**src/sv/mdts_pkg.sv**
```systemverilog
// mdts_pkg: shared constants, codes and controller/datapath interface types
// for the mean distance top-three selector; no dependencies
package mdts_pkg;

   localparam int DIST_BITS_DEF = 31;
   localparam int ATOM_BITS_DEF = 8;
   localparam int CTX_BITS = 10;
   localparam int CNT_BITS = 17;
   localparam int CFG_BITS = 16;
   localparam int RANK_BITS = 2;
   localparam int NUM_SLOTS = 3;
   localparam int CSR_ADDR_BITS = 3;
   localparam int CSR_DATA_BITS = 32;

   localparam logic [RANK_BITS-1:0] RANK_FIRST = 2'd0;
   localparam logic [RANK_BITS-1:0] RANK_LAST = 2'd2;

   localparam logic REG_MAX_SAMPLES = 1'b0;
   localparam logic [CFG_BITS-1:0] MAX_SAMPLES_RESET = 16'd1024;

   typedef struct packed {
      logic accept;
      logic load;
      logic step;
      logic insert;
      logic emit;
      logic clear;
      logic [RANK_BITS-1:0] rank;
   } dp_cmd_type;

   typedef struct packed {
      logic div_last;
   } dp_status_type;

endpackage

```
**src/sv/mean_distance_top3_selector.sv**
```systemverilog
// mean_distance_top3_selector: top level with the configuration register,
// controller and datapath; depends on mdts_pkg, mdts_ctrl, mdts_datapath
//
// A sample item without a candidate or context end leaves busy low, so items
// may follow back to back. An item that closes a candidate raises busy while
// the one-bit-per-cycle divider steps through the quotient and then during the
// sorted insert. An item that closes a context then passes through one emit
// state per ranked result; the three results appear on consecutive cycles,
// each marked by rsp_valid for one cycle. Results cannot be held off: capture
// them when rsp_valid is high.
module mean_distance_top3_selector #(
   parameter int DIST_BITS = mdts_pkg::DIST_BITS_DEF,
   parameter int ATOM_BITS = mdts_pkg::ATOM_BITS_DEF
) (
   input  logic                                 clock,
   input  logic                                 reset,
   input  logic                                 psel,
   input  logic                                 penable,
   input  logic                                 pwrite,
   input  logic [mdts_pkg::CSR_ADDR_BITS-1:0]   paddr,
   input  logic [mdts_pkg::CSR_DATA_BITS-1:0]   pwdata,
   output logic [mdts_pkg::CSR_DATA_BITS-1:0]   prdata,
   output logic                                 pready,
   input  logic                                 start,
   output logic                                 busy,
   input  logic [mdts_pkg::CTX_BITS-1:0]        req_context_id,
   input  logic [ATOM_BITS-1:0]                 req_ref_atom,
   input  logic [DIST_BITS-1:0]                 req_distance,
   input  logic                                 req_sample_valid,
   input  logic                                 req_candidate_end,
   input  logic                                 req_context_end,
   output logic                                 rsp_valid,
   output logic [mdts_pkg::CTX_BITS-1:0]        rsp_out_context,
   output logic [mdts_pkg::RANK_BITS-1:0]       rsp_rank,
   output logic [ATOM_BITS-1:0]                 rsp_chosen_atom,
   output logic [DIST_BITS-1:0]                 rsp_mean_distance,
   output logic                                 rsp_slot_valid,
   output logic                                 rsp_last
);
   import mdts_pkg::*;

   logic [CFG_BITS-1:0]  max_samples_ff;
   logic                 csr_write;
   logic                 csr_hit;
   dp_cmd_type           cmd;
   dp_status_type        status;

   assign pready = 1'b1;
   assign csr_hit = (paddr[2] == REG_MAX_SAMPLES);
   assign csr_write = psel && penable && pwrite && pready;
   assign prdata = csr_hit ? CSR_DATA_BITS'(max_samples_ff) : '0;

   always_ff @(posedge clock) begin
      if (reset) begin
         max_samples_ff <= MAX_SAMPLES_RESET;
      end else if (csr_write && csr_hit) begin
         max_samples_ff <= pwdata[CFG_BITS-1:0];
      end
   end

   mdts_ctrl u_ctrl (
      .clock             (clock),
      .reset             (reset),
      .start             (start),
      .busy              (busy),
      .req_candidate_end (req_candidate_end),
      .req_context_end   (req_context_end),
      .status            (status),
      .cmd               (cmd)
   );

   mdts_datapath #(
      .DIST_BITS (DIST_BITS),
      .ATOM_BITS (ATOM_BITS)
   ) u_datapath (
      .clock             (clock),
      .reset             (reset),
      .cmd               (cmd),
      .status            (status),
      .max_samples       (max_samples_ff),
      .req_context_id    (req_context_id),
      .req_ref_atom      (req_ref_atom),
      .req_distance      (req_distance),
      .req_sample_valid  (req_sample_valid),
      .rsp_valid         (rsp_valid),
      .rsp_out_context   (rsp_out_context),
      .rsp_rank          (rsp_rank),
      .rsp_chosen_atom   (rsp_chosen_atom),
      .rsp_mean_distance (rsp_mean_distance),
      .rsp_slot_valid    (rsp_slot_valid),
      .rsp_last          (rsp_last)
   );

endmodule

```
**src/sv/mdts_ctrl.sv**
```systemverilog
// mdts_ctrl: sequencer for sample intake, mean division, top-three insert
// and result emission; depends on mdts_pkg
module mdts_ctrl (
   input  logic                    clock,
   input  logic                    reset,
   input  logic                    start,
   output logic                    busy,
   input  logic                    req_candidate_end,
   input  logic                    req_context_end,
   input  mdts_pkg::dp_status_type status,
   output mdts_pkg::dp_cmd_type    cmd
);
   import mdts_pkg::*;

   typedef enum logic [1:0] {
      ST_IDLE,
      ST_DIVIDE,
      ST_INSERT,
      ST_EMIT
   } state_type;

   state_type             state_ff;
   logic                  ctx_end_ff;
   logic [RANK_BITS-1:0]  rank_ff;
   logic                  accept;
   logic                  closes;

   assign busy = (state_ff != ST_IDLE);
   assign accept = start && (state_ff == ST_IDLE);
   assign closes = req_candidate_end || req_context_end;

   always_comb begin
      cmd = '0;
      cmd.accept = accept;
      cmd.load = accept && closes;
      cmd.step = (state_ff == ST_DIVIDE);
      cmd.insert = (state_ff == ST_INSERT);
      cmd.emit = (state_ff == ST_EMIT);
      cmd.clear = (state_ff == ST_EMIT) && (rank_ff == RANK_LAST);
      cmd.rank = rank_ff;
   end

   always_ff @(posedge clock) begin
      if (reset) begin
         state_ff <= ST_IDLE;
         ctx_end_ff <= 1'b0;
         rank_ff <= RANK_FIRST;
      end else begin
         case (state_ff)
            ST_IDLE: begin
               if (accept && closes) begin
                  ctx_end_ff <= req_context_end;
                  state_ff <= ST_DIVIDE;
               end
            end
            ST_DIVIDE: begin
               if (status.div_last) begin
                  state_ff <= ST_INSERT;
               end
            end
            ST_INSERT: begin
               rank_ff <= RANK_FIRST;
               state_ff <= ctx_end_ff ? ST_EMIT : ST_IDLE;
            end
            ST_EMIT: begin
               if (rank_ff == RANK_LAST) begin
                  state_ff <= ST_IDLE;
               end else begin
                  rank_ff <= rank_ff + RANK_BITS'(1);
               end
            end
            default: begin
               state_ff <= ST_IDLE;
            end
         endcase
      end
   end

endmodule

```
**src/sv/mdts_datapath.sv**
```systemverilog
// mdts_datapath: sample accumulator, radix-2 restoring divider, sorted
// three-entry table and result registers; depends on mdts_pkg
module mdts_datapath #(
   parameter int DIST_BITS = mdts_pkg::DIST_BITS_DEF,
   parameter int ATOM_BITS = mdts_pkg::ATOM_BITS_DEF
) (
   input  logic                              clock,
   input  logic                              reset,
   input  mdts_pkg::dp_cmd_type              cmd,
   output mdts_pkg::dp_status_type           status,
   input  logic [mdts_pkg::CFG_BITS-1:0]     max_samples,
   input  logic [mdts_pkg::CTX_BITS-1:0]     req_context_id,
   input  logic [ATOM_BITS-1:0]              req_ref_atom,
   input  logic [DIST_BITS-1:0]              req_distance,
   input  logic                              req_sample_valid,
   output logic                              rsp_valid,
   output logic [mdts_pkg::CTX_BITS-1:0]     rsp_out_context,
   output logic [mdts_pkg::RANK_BITS-1:0]    rsp_rank,
   output logic [ATOM_BITS-1:0]              rsp_chosen_atom,
   output logic [DIST_BITS-1:0]              rsp_mean_distance,
   output logic                              rsp_slot_valid,
   output logic                              rsp_last
);
   import mdts_pkg::*;

   localparam int SUM_BITS = DIST_BITS + CNT_BITS - 1;
   localparam int STEP_BITS = $clog2(DIST_BITS);

   logic [SUM_BITS-1:0]   sum_ff, sum_in, load_sum;
   logic [CNT_BITS-1:0]   count_ff, count_in, load_count;
   logic                  keep;

   logic [CNT_BITS-1:0]   rem_ff, rem_in;
   logic [DIST_BITS-1:0]  quo_ff;
   logic [CNT_BITS-1:0]   divisor_ff;
   logic [STEP_BITS-1:0]  step_ff;
   logic [CNT_BITS:0]     trial, diff;
   logic                  ge;

   logic [ATOM_BITS-1:0]  atom_ff;
   logic [CTX_BITS-1:0]   ctx_ff;

   logic [DIST_BITS-1:0]  best_mean_ff [NUM_SLOTS];
   logic [ATOM_BITS-1:0]  best_atom_ff [NUM_SLOTS];
   logic [DIST_BITS-1:0]  best_mean_in [NUM_SLOTS];
   logic [ATOM_BITS-1:0]  best_atom_in [NUM_SLOTS];
   logic [DIST_BITS-1:0]  shift_mean [NUM_SLOTS];
   logic [ATOM_BITS-1:0]  shift_atom [NUM_SLOTS];
   logic [RANK_BITS-1:0]  filled_ff;
   logic                  found;

   logic [DIST_BITS-1:0]  sel_mean;
   logic [ATOM_BITS-1:0]  sel_atom;
   logic                  sel_ok;

   // accumulation
   always_comb begin
      keep = req_sample_valid && (count_ff < {1'b0, max_samples});
      load_sum = keep ? sum_ff + SUM_BITS'(req_distance) : sum_ff;
      load_count = keep ? count_ff + CNT_BITS'(1) : count_ff;
      sum_in = sum_ff;
      count_in = count_ff;
      if (cmd.accept) begin
         sum_in = cmd.load ? '0 : load_sum;
         count_in = cmd.load ? '0 : load_count;
      end
   end

   always_ff @(posedge clock) begin
      if (reset) begin
         sum_ff <= '0;
         count_ff <= '0;
      end else begin
         sum_ff <= sum_in;
         count_ff <= count_in;
      end
   end

   always_ff @(posedge clock) begin
      if (cmd.accept) begin
         atom_ff <= req_ref_atom;
         ctx_ff <= req_context_id;
      end
   end

   // divider: quotient fits in DIST_BITS, so the upper sum bits seed the
   // remainder; a zero divisor yields all ones
   always_comb begin
      trial = {rem_ff, quo_ff[DIST_BITS-1]};
      diff = trial - {1'b0, divisor_ff};
      ge = (trial >= {1'b0, divisor_ff});
      rem_in = ge ? diff[CNT_BITS-1:0] : trial[CNT_BITS-1:0];
   end

   assign status.div_last = (step_ff == STEP_BITS'(DIST_BITS - 1));

   always_ff @(posedge clock) begin
      if (reset) begin
         step_ff <= '0;
      end else if (cmd.load) begin
         step_ff <= '0;
      end else if (cmd.step) begin
         step_ff <= step_ff + STEP_BITS'(1);
      end
   end

   always_ff @(posedge clock) begin
      if (cmd.load) begin
         rem_ff <= CNT_BITS'(load_sum[SUM_BITS-1:DIST_BITS]);
         quo_ff <= load_sum[DIST_BITS-1:0];
         divisor_ff <= load_count;
      end else if (cmd.step) begin
         rem_ff <= rem_in;
         quo_ff <= {quo_ff[DIST_BITS-2:0], ge};
      end
   end

   // sorted insert
   always_comb begin
      shift_mean[0] = best_mean_ff[0];
      shift_atom[0] = best_atom_ff[0];
      for (int i = 1; i < NUM_SLOTS; i++) begin
         shift_mean[i] = best_mean_ff[i-1];
         shift_atom[i] = best_atom_ff[i-1];
      end
   end

   always_comb begin
      found = 1'b0;
      for (int i = 0; i < NUM_SLOTS; i++) begin
         best_mean_in[i] = best_mean_ff[i];
         best_atom_in[i] = best_atom_ff[i];
         if (found) begin
            best_mean_in[i] = shift_mean[i];
            best_atom_in[i] = shift_atom[i];
         end else if ((i >= int'(filled_ff)) || (quo_ff < best_mean_ff[i]) ||
                      ((quo_ff == best_mean_ff[i]) && (atom_ff < best_atom_ff[i]))) begin
            best_mean_in[i] = quo_ff;
            best_atom_in[i] = atom_ff;
            found = 1'b1;
         end
      end
   end

   always_ff @(posedge clock) begin
      if (reset) begin
         filled_ff <= '0;
      end else if (cmd.clear) begin
         filled_ff <= '0;
      end else if (cmd.insert && found && (filled_ff != RANK_BITS'(NUM_SLOTS))) begin
         filled_ff <= filled_ff + RANK_BITS'(1);
      end
   end

   always_ff @(posedge clock) begin
      if (cmd.insert) begin
         best_mean_ff <= best_mean_in;
         best_atom_ff <= best_atom_in;
      end
   end

   // result registers
   always_comb begin
      case (cmd.rank)
         2'd0: begin
            sel_mean = best_mean_ff[0];
            sel_atom = best_atom_ff[0];
         end
         2'd1: begin
            sel_mean = best_mean_ff[1];
            sel_atom = best_atom_ff[1];
         end
         default: begin
            sel_mean = best_mean_ff[2];
            sel_atom = best_atom_ff[2];
         end
      endcase
      sel_ok = (cmd.rank < filled_ff);
   end

   always_ff @(posedge clock) begin
      if (reset) begin
         rsp_valid <= 1'b0;
      end else begin
         rsp_valid <= cmd.emit;
      end
   end

   always_ff @(posedge clock) begin
      if (cmd.emit) begin
         rsp_out_context <= ctx_ff;
         rsp_rank <= cmd.rank;
         rsp_chosen_atom <= sel_ok ? sel_atom : '0;
         rsp_mean_distance <= sel_ok ? sel_mean : '0;
         rsp_slot_valid <= sel_ok;
         rsp_last <= (cmd.rank == RANK_LAST);
      end
   end

endmodule

```
**config.mk**
```make
export PLATFORM = sky130hd
export DESIGN_NAME = mean_distance_top3_selector
export DESIGN_NICKNAME = d
export VERILOG_FILES = /design/src/sv/mdts_pkg.sv /design/src/sv/mean_distance_top3_selector.sv /design/src/sv/mdts_ctrl.sv /design/src/sv/mdts_datapath.sv
export SDC_FILE = /design/constraint.sdc
export NUM_CORES = 1
export LEC_CHECK = 0
export BUFFER_PORTS_ARGS = -buffer_cell sky130_fd_sc_hd__buf_4
export CAP_MARGIN = 20
export CORE_MARGIN = 3
export CORE_UTILIZATION = 55
export CTS_CLUSTER_SIZE = 8
export DETAILED_ROUTE_END_ITERATION = 8
export PLACE_DENSITY = 0.8
export RECOVER_POWER = 25
export SYNTH_ARGS = -nofsm -noshare
export SYNTH_HDL_FRONTEND = slang
export SYNTH_SLANG_ARGS = --single-unit
```
**constraint.sdc**
```tcl
create_clock -name clock -period 5.1 [get_ports clock]
set_input_delay 0.765 -clock clock [delete_from_list [all_inputs] [get_ports clock]]
set_output_delay 0.765 -clock clock [all_outputs]
set_load 0.02 [all_outputs]
```
# [After elaboration in Yosys (flattened, before gate mapping)]
# Index checks and enable logic that the tools add are counted.
[word_totals] rom_bits=0 regBits=346 in_bits=93 memories=0 word_cells=126 out_inout_bits=88 latch_bits=0 ram_bits=0
[classes] n_shift=0 n_bitwise=1 n_div=0 n_eq_ne=14 reduce_logical=34 order_cmp=12 mux=32 multipliers=0 add_sub_neg=6
[op_table] operator="31-bit two-way mux" n=6
[op_table] operator="47-bit two-way mux" n=2
[op_table] operator="31-bit equality test" n=3
[op_table] operator="31-bit less-than comparator" n=3
[op_table] operator="31-bit one-hot mux with 2 select lines" n=1
[op_table] operator="17-bit two-way mux" n=3
[op_table] operator="16-bit two-way mux" n=3
[op_table] operator="47-bit by 31-bit adder with 47-bit output" n=1
[op_table] operator="8-bit two-way mux" n=4
[op_table] operator="8-bit less-than comparator" n=3
[op_table] operator="18-bit by 17-bit greater-or-equal comparator with 1-bit output" n=1
[op_table] operator="17-bit by 1-bit adder with 17-bit output, second input constant" n=1
[op_table] operator="17-bit by 16-bit less-than comparator with 1-bit output" n=1
[op_table] operator="17-bit subtractor" n=1
[op_table] operator="8-bit one-hot mux with 2 select lines" n=1
[op_table] operator="1-bit logical AND" n=12
[op_table] operator="2-bit two-way mux" n=5
[op_table] operator="2-bit AND reduction" n=5
[op_table] operator="2-bit nonzero test" n=5
[op_table] operator="2-bit one-hot mux with 4 select lines" n=1
[op_table] operator="1-bit logical OR" n=7
[op_table] operator="2-bit equality test, second input constant" n=3
[op_table] operator="2-bit != test, second input constant" n=3
[op_table] operator="5-bit by 1-bit adder with 5-bit output, second input constant" n=1
[op_table] operator="13 further kinds" n=23

# [Longest topological paths before layout]
[depth] ltp_word=8 depth_mapped=12 depth_no_buf=11

# [Hierarchy]
# From an unflattened synthesis, not the netlist that was laid out.
[unflattened] cells_unflattened=2146 area_unflattened_um2=21265.4
[modules_own_cells] mod="mdts_datapath" seq_area_each_um2=9028.7 cells_each=2001 area_per_inst_um2=19970.4 n_inst=1
[modules_own_cells] mod="mean_distance_top3_selector" seq_area_each_um2=320.3 cells_each=106 area_per_inst_um2=982.2 n_inst=1
[modules_own_cells] mod="mdts_ctrl" seq_area_each_um2=100.1 cells_each=39 area_per_inst_um2=312.8 n_inst=1

# [Worst setup path before layout]
# No wires, ideal clock.
[synth_timing] path_type="reg-to-reg" from="reg u_datapath.quo_ff[29]" to="reg u_datapath.best_atom_ff[10] in the netlist's numbering, enable pin" required_time_ns=4.660 stages_incl_launch_ff=10 setup_time_ns=0.440 n_path_buf=1 period_less_slack_ns=4.448 slack_ns=0.652 t_arrival_ns=4.008 path_cell_list="edfxtp_1 > ha_1 > nand4_1 > nor4_1 > and2_1 > a41oi_1 > o21ai_1 > nand4b_2 > buf_2 > nor2b_1"
[synth_via] elab_chain_cells=6 elab_cells_between_ends=13 cone_classes="order compare: 2; eq/ne: 2; mux: 1; reduce/logical: 8"
[synth_rtl] item="start, declared" line="mdts_datapath.sv:34" rtl="logic [DIST_BITS-1:0] quo_ff;"
[synth_rtl] item="start signal, assigned" line="mdts_datapath.sv:110" rtl="quo_ff <= load_sum[DIST_BITS-1:0];"
[synth_rtl] item="start signal, assigned" line="mdts_datapath.sv:114" rtl="quo_ff <= {quo_ff[DIST_BITS-2:0], ge};"
[synth_rtl] item="31-bit less-than comparator / 31-bit equality test (equally long branches)" line="mdts_datapath.sv:136, mdts_datapath.sv:137"
[synth_rtl] item="1-bit logical OR / 1-bit logical AND (equally long branches)" line="mdts_datapath.sv:136, mdts_datapath.sv:137"
[synth_rtl] item="1-bit logical OR" line="mdts_datapath.sv:136" rtl="end else if ((i >= int'(filled_ff)) || (quo_ff < best_mean_ff[i]) ||"
[synth_rtl] item="1-bit two-way mux" line="mdts_datapath.sv:136"
[synth_rtl] item="2-bit nonzero test (no line) *"
[synth_rtl] item="2-bit AND reduction (no line) *"
[synth_rtl] item="end signal, assigned" line="mdts_datapath.sv:158" rtl="best_atom_ff <= best_atom_in;"
[synth_rtl] item="end, declared" line="mdts_datapath.sv:44" rtl="logic [ATOM_BITS-1:0] best_atom_ff [NUM_SLOTS];"
# Mark *: on every way between the ends. The rest lies on a longest branch, timed or not.
# A chain may end at the register's enable or synchronous reset.

==> results_dict.tcl <==
set metrics [dict create \
    r2r-start "u_datapath.quo_ff[30]$_DFFE_PP_" \
    vias_per_cell 5.98 \
    antenna_found_initial 0 \
    cts_max_level 2 \
    setup_slack_ns 1.05 \
    async_flop_share 0 \
    critPathMaxFanout 33 \
    ys_ff_latch 346 \
    status "finished, violations left" \
    cts_sinks 346 \
    rrSetupSlack_ns 1.05 \
    rows 70 \
    die-area_um2 40200 \
    path_clk_slew_ns 0.05 \
    die_width_um 200 \
    dp.cells 2649 \
    hold_path_class "in -> reg" \
    io_buffer_count 145 \
    netlist_area_um2 20800 \
    critPathSlowestCell "nor4_1" \
    grt-ovfl-total 0 \
    rr_endpoint "u_datapath.best_mean_ff[26]$_DFFE_PP_" \
    final.min_clock_period_ns 4.05 \
    fin_crit_sh 0.795 \
    whs_endpoint "u_datapath.atom_ff[4]$_DFFE_PP_" \
    crit_start "u_datapath.quo_ff[30]$_DFFE_PP_" \
    fmax_mhz 247 \
    wl_per_cell_um 19.2 \
    wl_um 52500 \
    drive_above_1_share 0.129 \
    drv_cap 2 \
    postCtsSetupRepairBufs 0 \
    yosys_warnings 0 \
    synth_commonest_cells "252 x edfxtp_1, 217 x nand2_1, 188 x ha_1" \
    globalplace.congestion 0.945 \
    globalRouteTotalUtil 0.255 \
    synth.top_cells.by_area "edfxtp_1 36%, ha_1 11%, dfxtp_1 9.1%" \
    final.setup.tns_ns 0 \
    grt_pass1_vias 16294 \
    grt_max_degree 57 \
    hpwl_um 36700 \
    cts_tree "done" \
    crit_type "reg -> reg" \
    relSlewSlack -0.778 \
    synth_ff_type "edfxtp_1" \
    pin_count 181 \
    fin_nets 2482 \
    clockBufferDepth 3 \
    cts-root-buf "clkbuf_16" \
    critPathLaunchType "register" \
    drt_iter0_drc 1108 \
    first_pass_iters 7 \
    violations "max-capacitance violations, max-slew violations" \
    min_path_cells 1 \
    ys_seq_area_frac 0.455 \
    design.core.area_um2 37000 \
    fin_cells 2734 \
    p_leak_uw 0.00958 \
    synth_top_area_share 0.364 \
    areaGrowthSynthToFinish_pct 13.3 \
    yosysMostFrequentCell "edfxtp_1" \
    grt_pass1_wl_um 84300 \
    postSynthCellCount 2068 \
    postCtsHoldBufs 0 \
    diodes 0 \
    min_from "req_ref_atom[4]" \
    tightest_slew_ns 2.67 \
    synth_edf_count 252 \
    initial_utilization 0.562 \
    powerDensity_nw_per_um2 322 \
    worst-r2r-cell-count 8 \
    clock_latency_ns 0.58 \
    hold_violations 0 \
    max-vdd-ir-drop_v 0.000286 \
    endpoint_kind "register" \
    die_h_um 200 \
    crit_chain "ha_1, nand3_1, or3_1, nor4_1, o2111ai_1, nand4b_2, buf_4, mux2_2" \
    route.detailed.drc 0 \
    drv_slew 89 \
    fin_skew_ns 0.0214 \
    dp_worst_setup_slack_ns 1.11 \
    finalSetupViolCount 0 \
    yosysUniqueCellTypes 90 \
    post_cts_resized 0 \
    worstPathArrival_ns 4.37 \
    vias 16360 \
    yosysTopAreaCell "edfxtp_1" \
    ant_nets 0 \
    cts_buffers 49 \
    critPathRequiredTime_ns 5.42 \
    rsz0062_at_grt "no" \
    syn_area_per_cell_um2 10.0 \
    max_stage_delay_ns 0.74 \
]
-- state kept, by name (all words and copies together) (netlist names), 2 cells and up --
name                          cells
u_datapath.filled_ff              2
u_datapath.sum_ff                47
u_datapath.rsp_mean_distance     31
u_datapath.count_ff              17
u_datapath.rsp_out_context       10
u_ctrl.rank_ff                    2
u_datapath.ctx_ff                10
u_datapath.rem_ff                17
max_samples_ff                   16
u_datapath.best_atom_ff          24
u_datapath.best_mean_ff          93
u_datapath.atom_ff                8
u_datapath.rsp_chosen_atom        8
u_datapath.step_ff                5
u_datapath.rsp_rank               2
u_ctrl.state_ff                   2
u_datapath.quo_ff                31
u_datapath.divisor_ff            17
-- final cells by class --
| class | count | area [um^2] |
|---|---|---|
| Inverter | 183 | 687 |
| Fill cell | 2976 | 13400 |
| Tap cell | 504 | 631 |
| Sequential cell | 346 | 9450 |
| Multi-Input combinational cell | 1450 | 10300 |
| Clock buffer | 80 | 1380 |
| Timing Repair Buffer | 169 | 1090 |
| Clock inverter | 2 | 36.3 |
-- layer usage --
| metal | vias to the layer above | part of all wire | global-route usage |
|---|---|---|---|
| met5 | - | 0 | 0 |
| met4 | 0 | 0.029 | 0.0971 |
| met3 | 109 | 0.071 | 0.0403 |
| met2 | 665 | 0.48 | 0.430 |
| met1 | 7803 | 0.42 | 0.334 |
| li1 | 7783 | - | - |
-- cell usage in the layout, fill, tap and decap left out, types with 28 or more instances in the layout --
cell type	Yosys	layout
nand2_1	217	216
a21oi_1	170	170
xnor2_1	43	43
nand4_1	29	29
edfxtp_1	252	252
nand3_1	37	37
clkbuf_16	0	50
o21ai_0	94	94
nor2_1	122	120
nor3_1	28	28
ha_1	188	188
dfxtp_1	94	94
mux2_2	78	78
a31oi_1	38	38
inv_1	182	181
a22oi_1	46	46
buf_4	17	94
a21o_1	40	40
clkbuf_1	62	82
-- cell families after synthesis --
family                   count (synthesis)  synth area share
XOR/XNOR                                66            0.0278
buffers and inverters                  287            0.0567
adder cells (fa/ha/maj)                190             0.115
multiplexers                           100            0.0529
other                                    2          0.000361
flip-flops                             346             0.455
AO/OA/AOI/OAI                          538             0.171
AND/OR/NAND/NOR                        539             0.122
-- through the flow --
| stage | total power (uW) | util | area, um^2 | hold WS [ns] |
|---|---|---|---|---|
| after floorplan | 4230 | - | 20800 | 0.400 |
| after global placement | 4510 | 0.603 | 22300 | 0.401 |
| after detailed placement | 4570 | 0.603 | 22300 | 0.405 |
| after CTS | 7610 | 0.641 | 23700 | 0.335 |
| after global routing | 7910 | 0.637 | 23500 | 0.364 |
| final | 7580 | 0.637 | 23500 | 0.391 |
-- worst max-delay path by stage --
stage / slack (ns) / end
after floorplan: 0.65 / u_datapath.best_atom_ff[10]$_DFFE_PP_
after global placement: 1.23 / u_datapath.best_mean_ff[18]$_DFFE_PP_
after detailed placement: 1.11 / u_datapath.best_mean_ff[6]$_DFFE_PP_
after CTS: 1.09 / u_datapath.best_mean_ff[26]$_DFFE_PP_
after global routing: 0.80 / u_datapath.filled_ff[0]$_SDFFE_PP0P_
final: 1.05 / u_datapath.best_mean_ff[26]$_DFFE_PP_
-- worst max-delay path: cells and delay by family (launching register included) --
| family | cells | cell delay (ns) |
|---|---|---|
| AND/OR/NAND/NOR | 4 | 1.68 |
| multiplexers | 1 | 0.40 |
| buffers and inverters | 1 | 0.53 |
| AO/OA/AOI/OAI | 1 | 0.28 |
| flip-flops | 1 | 0.52 |
| adder cells (fa/ha/maj) | 1 | 0.36 |
-- report_power, final --
part,leakage [uW],internal [uW],switching (uW),total [uW]
registers,0.00307,3170,141,3310
logic,0.00583,522,720,1240
clock network,0.000680,1830,1190,3020
total,0.00958,5530,2050,7580
(Power assumes the default switching activity.)
